<file path="src/hw/rtl/ordered_value_list_top_macros.svh">
// ----------------------------------------------------------------------------
// Ordered value list assertion macros
// Concurrent assertion wrappers clocked on clk; empty in synthesis builds.
// ----------------------------------------------------------------------------
`ifndef ORDERED_VALUE_LIST_TOP_MACROS_SVH
`define ORDERED_VALUE_LIST_TOP_MACROS_SVH

`ifndef SYNTHESIS
`define OVL_ASSERT(label, prop, msg) \
  label: assert property (@(posedge clk) disable iff (rst) prop) else $error(msg);
`define OVL_ASSERT_RST(label, prop, msg) \
  label: assert property (@(posedge clk) prop) else $error(msg);
`else
`define OVL_ASSERT(label, prop, msg)
`define OVL_ASSERT_RST(label, prop, msg)
`endif

`endif

</file>
<file path="src/hw/rtl/ovl_pkg.sv">
// ----------------------------------------------------------------------------
// Ordered value list package
// Command and result beat types, operation and status codes, shared sizes.
// ----------------------------------------------------------------------------
package ovl_pkg;

  localparam int CAPACITY_DEF = 16;
  localparam int OP_W         = 2;
  localparam int VALUE_W      = 32;
  localparam int STATUS_W     = 2;
  localparam int POS_W        = 4;
  localparam int CNT_W        = 5;

  localparam logic [OP_W-1:0] OP_INSERT = 2'd0;
  localparam logic [OP_W-1:0] OP_SEARCH = 2'd1;
  localparam logic [OP_W-1:0] OP_DELETE = 2'd2;

  localparam logic [STATUS_W-1:0] ST_OK        = 2'd0;
  localparam logic [STATUS_W-1:0] ST_FULL      = 2'd1;
  localparam logic [STATUS_W-1:0] ST_EMPTY     = 2'd2;
  localparam logic [STATUS_W-1:0] ST_NOT_FOUND = 2'd3;

  typedef struct packed {
    logic [OP_W-1:0]           operation;
    logic signed [VALUE_W-1:0] value;
  } cmd_t;

  typedef struct packed {
    logic [STATUS_W-1:0] status;
    logic [POS_W-1:0]    position;
    logic [CNT_W-1:0]    entry_count;
  } result_t;

  typedef struct packed {
    logic load;
    logic exec;
  } ctrl_t;

endpackage

</file>
<file path="src/hw/rtl/ovl_ctrl.sv">
// ----------------------------------------------------------------------------
// Ordered value list controller
// Two-state sequencer: capture a command, then run its update and result.
// ----------------------------------------------------------------------------
`include "ordered_value_list_top_macros.svh"

module ovl_ctrl
  import ovl_pkg::*;
(
  input  logic  clk,
  input  logic  rst,
  input  logic  start,
  output logic  busy,
  output logic  done,
  output ctrl_t ctl
);

  localparam logic S_IDLE = 1'b0;
  localparam logic S_EXEC = 1'b1;

  logic state;
  logic state_next;

  always_comb begin
    ctl.load   = start && (state == S_IDLE);
    ctl.exec   = (state == S_EXEC);
    state_next = state;
    case (state)
      S_IDLE: begin
        if (start) begin
          state_next = S_EXEC;
        end
      end
      S_EXEC: begin
        state_next = S_IDLE;
      end
      default: begin
        state_next = S_IDLE;
      end
    endcase
  end

  always_ff @(posedge clk) begin
    if (rst) begin
      state <= S_IDLE;
      done  <= 1'b0;
    end else begin
      state <= state_next;
      done  <= ctl.exec;
    end
  end

  assign busy = (state == S_EXEC);

  `OVL_ASSERT(a_accept_to_busy, start && !busy |=> busy && !done, "accepted beat did not start")
  `OVL_ASSERT(a_busy_to_done, busy |=> done && !busy, "update did not end with one result beat")
  `OVL_ASSERT_RST(a_reset_idle, rst |=> !busy && !done, "reset did not idle the controller")

endmodule

</file>
<file path="src/hw/rtl/ovl_dp.sv">
// ----------------------------------------------------------------------------
// Ordered value list datapath
// Row of entry cells with per-cell compare, first-match pick and result beat.
// ----------------------------------------------------------------------------
`include "ordered_value_list_top_macros.svh"

module ovl_dp
  import ovl_pkg::*;
#(
  parameter int CAPACITY = CAPACITY_DEF
) (
  input  logic    clk,
  input  logic    rst,
  input  ctrl_t   ctl,
  input  cmd_t    cmd,
  output result_t result
);

  localparam int IDX_W = $clog2(CAPACITY);
  localparam int CW    = $clog2(CAPACITY + 1);
  localparam logic [CAPACITY-1:0] LSB_ONE = {{(CAPACITY-1){1'b0}}, 1'b1};

  logic [VALUE_W-1:0]  entries [CAPACITY];
  logic [CW-1:0]       count;
  logic [CW-1:0]       count_next;
  logic [OP_W-1:0]     op_q;
  logic [VALUE_W-1:0]  value_q;
  logic [CAPACITY-1:0] hit_vec;
  logic [CAPACITY-1:0] valid;
  logic [CAPACITY-1:0] first_hit;
  logic [CAPACITY-1:0] below_hit;
  logic [IDX_W-1:0]    hit_idx;
  logic                any_hit;
  logic                full;
  logic                empty;
  logic                do_insert;
  logic                do_delete;
  result_t             result_next;

  assign full      = (count == CW'(CAPACITY));
  assign empty     = (count == '0);
  assign first_hit = hit_vec & ((~hit_vec) + LSB_ONE);
  assign below_hit = first_hit - LSB_ONE;
  assign any_hit   = |hit_vec;
  assign do_insert = ctl.exec && (op_q == OP_INSERT) && !full;
  assign do_delete = ctl.exec && (op_q == OP_DELETE) && !empty && any_hit;

  always_comb begin
    hit_idx = '0;
    for (int i = 0; i < CAPACITY; i++) begin
      if (first_hit[i]) begin
        hit_idx = hit_idx | IDX_W'(i);
      end
    end
  end

  genvar g;
  generate
    for (g = 0; g < CAPACITY; g++) begin : g_cell
      assign valid[g] = (CW'(g) < count);

      always_ff @(posedge clk) begin
        if (ctl.load) begin
          hit_vec[g] <= valid[g] && (entries[g] == cmd.value);
        end
      end

      if (g == 0) begin : g_head
        always_ff @(posedge clk) begin
          if (do_insert) begin
            entries[g] <= value_q;
          end else if (do_delete && !below_hit[g] && (CAPACITY > 1)) begin
            entries[g] <= entries[g+1];
          end
        end
      end else if (g == CAPACITY - 1) begin : g_tail
        always_ff @(posedge clk) begin
          if (do_insert) begin
            entries[g] <= entries[g-1];
          end
        end
      end else begin : g_mid
        always_ff @(posedge clk) begin
          if (do_insert) begin
            entries[g] <= entries[g-1];
          end else if (do_delete && !below_hit[g]) begin
            entries[g] <= entries[g+1];
          end
        end
      end
    end
  endgenerate

  always_comb begin
    count_next  = count;
    result_next = '0;
    case (op_q)
      OP_INSERT: begin
        if (full) begin
          result_next.status = ST_FULL;
        end else begin
          count_next = count + CW'(1);
        end
      end
      OP_SEARCH, OP_DELETE: begin
        if (empty) begin
          result_next.status = ST_EMPTY;
        end else if (!any_hit) begin
          result_next.status = ST_NOT_FOUND;
        end else begin
          result_next.position = POS_W'(hit_idx);
          if (op_q == OP_DELETE) begin
            count_next = count - CW'(1);
          end
        end
      end
      default: begin
        result_next.status = ST_OK;
      end
    endcase
    result_next.entry_count = CNT_W'(count_next);
  end

  always_ff @(posedge clk) begin
    if (rst) begin
      count <= '0;
    end else if (ctl.exec) begin
      count <= count_next;
    end
  end

  always_ff @(posedge clk) begin
    if (ctl.load) begin
      op_q    <= cmd.operation;
      value_q <= cmd.value;
    end
    if (ctl.exec) begin
      result <= result_next;
    end
  end

  `OVL_ASSERT(a_count_bound, count <= CW'(CAPACITY), "entry count above capacity")
  `OVL_ASSERT(a_search_keeps_count, ctl.exec && op_q == OP_SEARCH |=> $stable(count), "search changed count")
  `OVL_ASSERT(a_full_keeps_count, ctl.exec && op_q == OP_INSERT && full |=> $stable(count), "insert into full list changed count")

endmodule

</file>
<file path="src/hw/rtl/ordered_value_list_top.sv">
// ----------------------------------------------------------------------------
// Ordered value list
// Bounded head-first list of 32-bit values with insert, search and delete.
// ----------------------------------------------------------------------------
// A command is taken at the clock edge where start is high and busy is low.
// At acceptance of a command every entry cell compares itself with the
// value and the match vector is registered; in the execute state that
// follows, the first match is picked, the cells shift and the result is
// registered. busy is high in the execute state, so no new command is
// taken while one executes. done pulses for one cycle with the result beat and
// the receiver cannot stall it: capture result whenever done is high.
// ----------------------------------------------------------------------------
module ordered_value_list_top
  import ovl_pkg::*;
#(
  parameter int CAPACITY = CAPACITY_DEF
) (
  input  logic    clk,
  input  logic    rst,
  input  logic    start,
  output logic    busy,
  input  cmd_t    cmd,
  output logic    done,
  output result_t result
);

  ctrl_t ctl;

  ovl_ctrl u_ctrl (
    .clk   (clk),
    .rst   (rst),
    .start (start),
    .busy  (busy),
    .done  (done),
    .ctl   (ctl)
  );

  ovl_dp #(
    .CAPACITY (CAPACITY)
  ) u_dp (
    .clk    (clk),
    .rst    (rst),
    .ctl    (ctl),
    .cmd    (cmd),
    .result (result)
  );

endmodule

</file>
<file path="config.mk">
export PLATFORM = sky130hd
export DESIGN_NAME = ordered_value_list_top
export DESIGN_NICKNAME = d
export VERILOG_FILES = /design/src/hw/rtl/ovl_pkg.sv /design/src/hw/rtl/ovl_ctrl.sv /design/src/hw/rtl/ovl_dp.sv /design/src/hw/rtl/ordered_value_list_top.sv
export VERILOG_INCLUDE_DIRS = /design/src /design/src/hw/rtl
export SDC_FILE = /design/constraint.sdc
export NUM_CORES = 1
export LEC_CHECK = 0
export BUFFER_PORTS_ARGS = -buffer_cell sky130_fd_sc_hd__buf_4
export CAP_MARGIN = 5
export CORE_MARGIN = 1
export CORE_UTILIZATION = 62
export DETAILED_ROUTE_END_ITERATION = 6
export GPL_ROUTABILITY_DRIVEN = 0
export PLACE_DENSITY = 0.76
export SETUP_SLACK_MARGIN = 0.2
export SLEW_MARGIN = 20
export SYNTH_ARGS = -nofsm -noshare
export SYNTH_HDL_FRONTEND = slang
export SYNTH_SLANG_ARGS = --single-unit
</file>
<file path="constraint.sdc">
create_clock -name clk -period 8.85 [get_ports clk]
set_clock_uncertainty 0.2 [all_clocks]
set_input_delay 2.2125 -clock clk [delete_from_list [all_inputs] [get_ports clk]]
set_output_delay 2.2125 -clock clk [all_outputs]
set_load 0.02 [all_outputs]
</file>
# Word-level counts from Yosys, hierarchy flattened
# Memories as Yosys holds them, arrays and structs flattened.
# Cells that the tools add are included.
[classes]
shift = 0
multipliers = 0
n_eq_ne = 19
muxes = 88
n_div = 0
n_reduce_logical = 59
n_lt_le_gt_ge = 16
bitwise = 20
add_sub_neg = 4
[op_table]
columns = ["op", "count"]
rows = [
  ["$eq A32 B32 Y1", 16],
  ["$mux W32", 15],
  ["$mux W1", 50],
  ["$lt A4 B5 Y1 const A", 8],
  ["$logic_and A1 B1 Y1", 37],
  ["$mux W4", 8],
  ["$lt A3 B5 Y1 const A", 4],
  ["$mux W5", 4],
  ["$logic_not A1 Y1", 17],
  ["$add A16 B1 Y16 const B", 1],
  ["$and A16 B16 Y16", 1],
  ["$not A16 Y16", 1],
  ["$reduce_or A16 Y1", 1],
  ["$or A1 B1 Y1", 15],
  ["$sub A15 B1 Y15 const B", 1],
  ["$mux W3", 4],
  ["$lt A1 B5 Y1 const A", 2],
  ["$lt A2 B5 Y1 const A", 2],
  ["$pmux W5 S2", 1],
  ["$mux W2", 4],
  ["$add A5 B1 Y5 const B", 1],
  ["$eq A5 B5 Y1 const B", 1],
  ["$logic_not A5 Y1", 1],
  ["$sub A5 B1 Y5 const B", 1],
  ["8 further kinds", 10],
]
[word_totals]
wordCells = 231
ff_bits = 68
mem_count = 1
input_bits = 37
romBits = 0
output_inout_bits = 13
mem_bits_rw = 512
latch_bits = 0
[memory_table]
columns = ["memory", "words", "width", "rd", "rd_ports_with_merged_regs", "wr", "line_no", "source"]
rows = [
  ["u_dp.entries", 16, 32, 16, 0, 16, "ovl_dp.sv:23", "logic [VALUE_W-1:0] entries [CAPACITY];"],
]

# Depth between registers and ports, before layout
# Gate-level depths: netlist (run 1).
[depth]
ltp_word = 18
mapped_depth = 11
mapped_depth_nobuf = 7

# Hierarchy
# A second synthesis (run 1) with hierarchy kept.
[hier_totals]
cells_unflattened = 2065
hier_area_um2 = 30127.6
[modules_own_cells]
columns = ["mod", "n_inst", "area_per_inst_um2", "cells_each", "seq_area_each_um2"]
rows = [
  ["ovl_dp", 1, 30052.6, 2059, 17306.6],
  ["ovl_ctrl", 1, 75.1, 6, 40.0],
]

# Worst setup path after synthesis (run 1)
# OpenSTA, ideal clock, no wires.
[synth_path]
path_kind = "input to register"
start = "input port start"
end = "register u_dp.hit_vec[0] (enable)"
slack_ns = 3.738
path_buffers = 0
stages = 1
t_arrival_ns = 4.448
required_ns = 8.186
setup_time_ns = 0.464
cell_sequence = "nor2b_1"
[synth_via]
elab_chain_cells = 1
[synth_lines]
columns = ["item", "line_no", "source"]
rows = [
  ["start: declaration", "ordered_value_list_top.sv:20", "input logic start,"],
  ["$logic_and A1 B1 Y1", "ovl_ctrl.sv:25", "ctl.load = start && (state == S_IDLE);"],
  ["end signal: indexed assignment", "ovl_dp.sv:64", "hit_vec[g] <= valid[g] && (entries[g] == cmd.value);"],
  ["end: declaration", "ovl_dp.sv:28", "logic [CAPACITY-1:0] hit_vec;"],
]
# No other way between the ends.
# A chain may end at the register's enable or synchronous reset.

# Worst setup path in the final report (run 1)
[layout_path]
start = "input port cmd[10] in the netlist's numbering"
end = "register u_dp.hit_vec[0] (data pin)"
[layout_via]
elab_chain_cells = 2
[layout_lines]
columns = ["item", "line_no", "source"]
rows = [
  ["start: declaration", "ordered_value_list_top.sv:22", "input cmd_t cmd,"],
  ["$eq A32 B32 Y1", "ovl_dp.sv:64", ""],
  ["$logic_and A1 B1 Y1", "ovl_dp.sv:64", ""],
]
# No other way between the ends.

==> reports/metrics.csv, run 1 <==
metric;value;unit
finalSetupTns;0;ps
numCtsBuffers;60;
wl;87400;um
fillCellCount;3346;
place_ws;3960;ps
p_comb_share;7.8;%
die_area;0.0491;mm^2
critical_path_class;primary input to flip-flop;
setup_viol;0;
internal-power;4660;uW
ys.flop_type;edfxtp_1;
area_delta_synth_final;9.55;%
drive_above_1_share;20.8;%
hold_path_class;flip-flop to flip-flop;
postSynthCellCount;2050;
required;8920;ps
post_cts_buffers;0;
syn-mean-instance-area;14.6;um^2
slowest_stage;a2111oi_0;
outcome;completed;
yosysWarningCount;0;
grt_usage;35.8;%
final_cell_mix;edfxtp_1, xor2_1, mux2_2;
io_buffer_count;49;
rows;80;
gr-usage-met3;4.78;%
clock_latency;630;ps
first_pass_iters;6;
synth_nets;2093;
p_leak;0.0107;uW
fp.dieH;222;um
clk_pin_slew;60;ps
crit_family;compound AO/OA/AOI/OAI gates;
viasPerCell;6.66;
cts_hold_buf;0;
cts_htree_levels;2;
synth.ff_latch_count;580;
p_sw;1460;uW
final_hold_viol_count;0;
cp-start-kind;primary input;
layout_commonest_cell;edfxtp_1;
async_flop_share;0;%
grt_start_max_net_pins;52;
fmax;237;MHz
core-area;0.0476;mm^2
dpl.hpwl;64200;um
cts_sinks;580;
ctsResizeCount;0;
synth.distinct_cells;46;
nets;2113;
cts.path.max_buffers;3;
timing.final.crit_share;47.8;%
drt_iter0_markers;2132;
die_x;222;um
grt_util_met2;57.0;%
antenna_violating_nets_post_route;0;
cpPeakStageDelay;1020;ps
worstPathArrival;4300;ps
seqPwrFrac;51.8;%
tightest_slew;1140;ps
cp_cell_sequence;buf_4 > xor2_1 > nor4_1 > nand3_1 > a2111oi_0;
peakVddDrop;0.182;mV
wl_per_cell;31.9;um
vias;18200;
yosysSeqAreaShare;58.1;%
stdcell_count;2737;
top_usage_layer;met2;
rsz0062_at_grt;false;
critPathBufInv;1;
io_pins;50;
syn-cell-area;0.0299;mm^2
slew_headroom;22.2;%
post-route-drc-count;0;
worst-path-max-fanout;17;
post-route-min-period;4230;ps
cts_tree;yes;
power.density;187;mW/mm^2
drv_cap;0;
use_met1;45.3;%
dp_cells;2622;
synth-edff-count;573;
grt_pass1_wl;126000;um
cp-end-kind;flip-flop;
cts-root-buf;clkbuf_16;
antenna_found_initial;3;
fin_util;68.7;%
setup_ws;4620;ps
initial_core_util;62.7;%
slew_violations;0;
power.share.clock;40.4;%
overflow;0;
grt_pass1_vias;18200;
switching_share;23.8;%
==> worst reg2reg max path: stages, from the launching register on <==
cell	delay, ps
dfxtp_1	720
inv_1	200
ha_1	300
nor3b_1	190
a21boi_0	390
nand2_1	700
inv_2	970
==> through the flow <==
stage	cell area [um^2]	total power [uW]	hold WS (ps)
2_1_floorplan	29900	3490	265
3_3_place_gp	30800	3680	279
3_5_place_dp	30800	3690	286
4_1_cts	32700	6110	303
5_1_grt	32700	6240	313
6_report	32700	6110	308
==> cell usage after synthesis, drive strengths merged (6+ instances only) <==
library cell | number | share of area (%)
nor2 | 30 | 0.38
buf | 62 | 1.1
inv | 11 | 0.14
nor3 | 19 | 0.32
xor2 | 342 | 10
edfxtp | 573 | 58
xnor2 | 172 | 5.0
mux2 | 480 | 18
nor4 | 101 | 2.2
clkbuf | 62 | 0.78
o21ai | 32 | 0.54
or4 | 6 | 0.15
ha | 6 | 0.25
a21oi | 11 | 0.18
dfxtp | 7 | 0.47
nand3 | 22 | 0.37
nand4 | 54 | 1.1
nand2 | 13 | 0.16
==> kinds of logic after synthesis <==
logic type      count (synthesis)  synth area share (%)
fa+ha+maj                       6                 0.251
mux                           480                  18.1
xor+xnor                      514                  15.1
buf+inv                       135                  1.98
compound gates                 73                  1.50
simple gates                  262                  5.06
flops                         580                  58.1
==> sequential cells by signal, indices dropped and copies added, names as in the netlist <==
name and cells:
u_dp.entries 512, u_dp.value_q 32, u_dp.hit_vec 16, u_dp.result 11, u_dp.count 5, u_dp.op_q 2
u_ctrl.busy 1, u_ctrl.done 1
==> path summary, 6_finish.rpt <==
kind	startpoint	endpoint	slack (ps)	cells after the start
worst min register to register	u_dp.entries[1][208]	u_dp.entries[1][240]	310	0
worst max-delay path	cmd[10]	u_dp.hit_vec[0]	4620	5
worst max register to register	u_dp.count[1]	u_dp.entries[1][248]	4740	6
worst min-delay path	u_dp.entries[1][208]	u_dp.entries[1][240]	310	0
==> power by group through the flow <==
stage / sequential, uW / clock, uW / combinational, uW
2_1_floorplan: 3200 / 0 / 289
3_3_place_gp: 3220 / 0 / 458
5_1_grt: 3170 / 2580 / 495
6_report: 3170 / 2470 / 477
4_1_cts: 3160 / 2480 / 468
3_5_place_dp: 3220 / 0 / 466
==> cell type report <==
class	instances	area [um^2]	area share, %
multi-input cells	1335	12100	36.9
clock inverters	36	279	0.852
clock buffers	76	1580	4.84
diodes	2	5.00	0.0153
flip-flops and latches	580	17300	53.0
inverters	11	41.3	0.126
well taps	615	769	2.35
repair buffers	82	628	1.92
==> layer usage <==
layer / vias up / routed length [um]
li1: 7719 / -
met2: 979 / 40800
met5: - / 0
met4: 0 / 7310
met1: 9249 / 33200
met3: 275 / 6070
Power figures use the tool's default switching activity.
==> run 2: changes to the inputs <==
==> constraint.sdc (replaced) <==
create_clock -name clk -period 4.4 [get_ports clk]
set_clock_uncertainty 0.2 [all_clocks]
set_input_delay 1.1 -clock clk [delete_from_list [all_inputs] [get_ports clk]]
set_output_delay 1.1 -clock clk [all_outputs]
set_load 0.02 [all_outputs]
==> run 2 against run 1 <==
Net effect: power is 100% higher; register-to-register slack worse by 4100 ps; sequential cell count stayed put; clock power is 98% higher; die area stayed put; first-iteration DRC count is 12% lower; critical path type is now flip-flop to flip-flop; combinational power is 100% higher; via count hardly changed; highest routed layer unchanged.
==> reports/metrics.csv, run 2 (same netlist as run 1, synthesis figures left out) <==
metric;value;unit
outcome;completed;
power;12200;uW
cts.path.max_buffers;3;
cts_sinks;580;
post-route-min-period;3740;ps
wl;86400;um
final_hold_viol_count;0;
antenna_violating_nets_post_route;0;
ff2ff_setup_slack;660;ps
cpPeakStageDelay;490;ps
rsz0062_at_grt;false;
antenna_found_initial;1;
post-route-drc-count;0;
fp.dieH;222;um
clk_pin_slew;60;ps
tightest_slew;1290;ps
die_x;222;um
dp_cells;2642;
core-area;0.0476;mm^2
fillCellCount;3314;
drv_cap;0;
p_leak;0.0108;uW
first_pass_iters;7;
grt_pass1_vias;18100;
layout_commonest_cell;edfxtp_1;
r2r_cells;9;
cp-start-kind;flip-flop;
fin_util;69.0;%
io_pins;50;
slew_headroom;13.6;%
overflow;0;
viasPerCell;6.63;
dpl.hpwl;64400;um
required;4580;ps
rows;80;
setup_viol;0;
critical_path_class;flip-flop to flip-flop;
fin_hold_ws;302;ps
place_ws;457;ps
grt_usage;35.3;%
grt_start_max_net_pins;52;
worstPathArrival;3920;ps
largestRegisters;u_dp.entries (512), u_dp.value_q (32), u_dp.hit_vec (16);
critPathBufInv;3;
io_buffer_count;49;
hold_path_class;flip-flop to flip-flop;
grt_pass1_wl;124000;um
r2r_start;u_dp.count[1];
slew_violations;0;
nets;2132;
timing.final.crit_share;85.0;%
drive_above_1_share;21.4;%
clock_latency;640;ps
vias;18200;
top_register;u_dp.entries;
fmax;267;MHz
die_area;0.0491;mm^2
worst-path-max-fanout;32;
area_delta_synth_final;10.1;%
critPathMostFrequentCell;buf_4;
cts_hold_buf;0;
peakVddDrop;0.316;mV
setup_ws;660;ps
drt_iter0_markers;1880;
cts-root-buf;clkbuf_16;
cp-end-kind;flip-flop;
min_path_cells;0;
post_cts_buffers;0;
min_to;u_dp.entries[1][248];
numCtsBuffers;60;
crit_family;simple AND/OR/NAND/NOR gates;
largest_register_ffs;512;
cts_htree_levels;2;
final_cell_mix;edfxtp_1, xor2_1, mux2_2;
min-delay-start;u_dp.entries[1][216];
power.density;371;mW/mm^2
stdcell_count;2753;
initial_core_util;62.7;%
slowest_stage;dfxtp_1;
cp_cell_sequence;inv_1 > ha_1 > nor3b_1 > a21boi_0 > or4_1 > buf_4 > nor2_2 > buf_4 > mux2_2;
reg2reg_to;u_dp.entries[1][186];
cts_tree;yes;
ctsResizeCount;0;
wl_per_cell;31.4;um
-- run 2: cell count changes in the layout (fill, tap and decap cells not counted), sizes merged --
cell / change
buf: +19
clkbuf: +7
clkinv: -9
bufinv: -1
-- run 2: worst max-delay path by stage --
stage | from | end | slack (ps) | cells after the start
2_1_floorplan | u_dp.count[0] | u_dp.entries[0][0] | -80 | 7
3_3_place_gp | cmd[29] | u_dp.hit_vec[2] | 160 | 6
3_5_place_dp | cmd[29] | u_dp.hit_vec[2] | 460 | 6
4_1_cts | u_dp.count[1] | u_dp.entries[1][154] | 760 | 9
5_1_grt | u_dp.count[0] | u_dp.entries[1][210] | 550 | 9
6_report | u_dp.count[1] | u_dp.entries[1][186] | 660 | 9
-- run 2: final cells by class --
class	count	area [um^2]	share of cell area [%]
well taps	615	769	2.34
diodes	2	5.00	0.0152
repair buffers	101	818	2.49
inverters	11	41.3	0.126
clock buffers	83	1610	4.89
multi-input cells	1335	12100	36.7
clock inverters	26	216	0.658
flip-flops and latches	580	17300	52.7
-- run 2: metal layers --
| layer | share of wire [%] | global-route usage, % |
|---|---|---|
| met2 | 47 | 55.8 |
| met5 | 0 | 0 |
| met4 | 7.9 | 25.5 |
| met3 | 7.0 | 5.67 |
| met1 | 38 | 44.5 |
-- run 2: per-stage QoR --
step,TNS [ps],area [um^2]
after floorplan,-25240,29900
after global placement,0,31000
after detailed placement,0,31100
after CTS,0,32900
after global routing,0,32900
final,0,32900
-- run 2: power breakdown --
part	total, uW	internal, uW	switching (uW)
clock	4880	2770	2120
combinational	952	337	615
sequential	6370	6230	147
total	12200	9330	2880
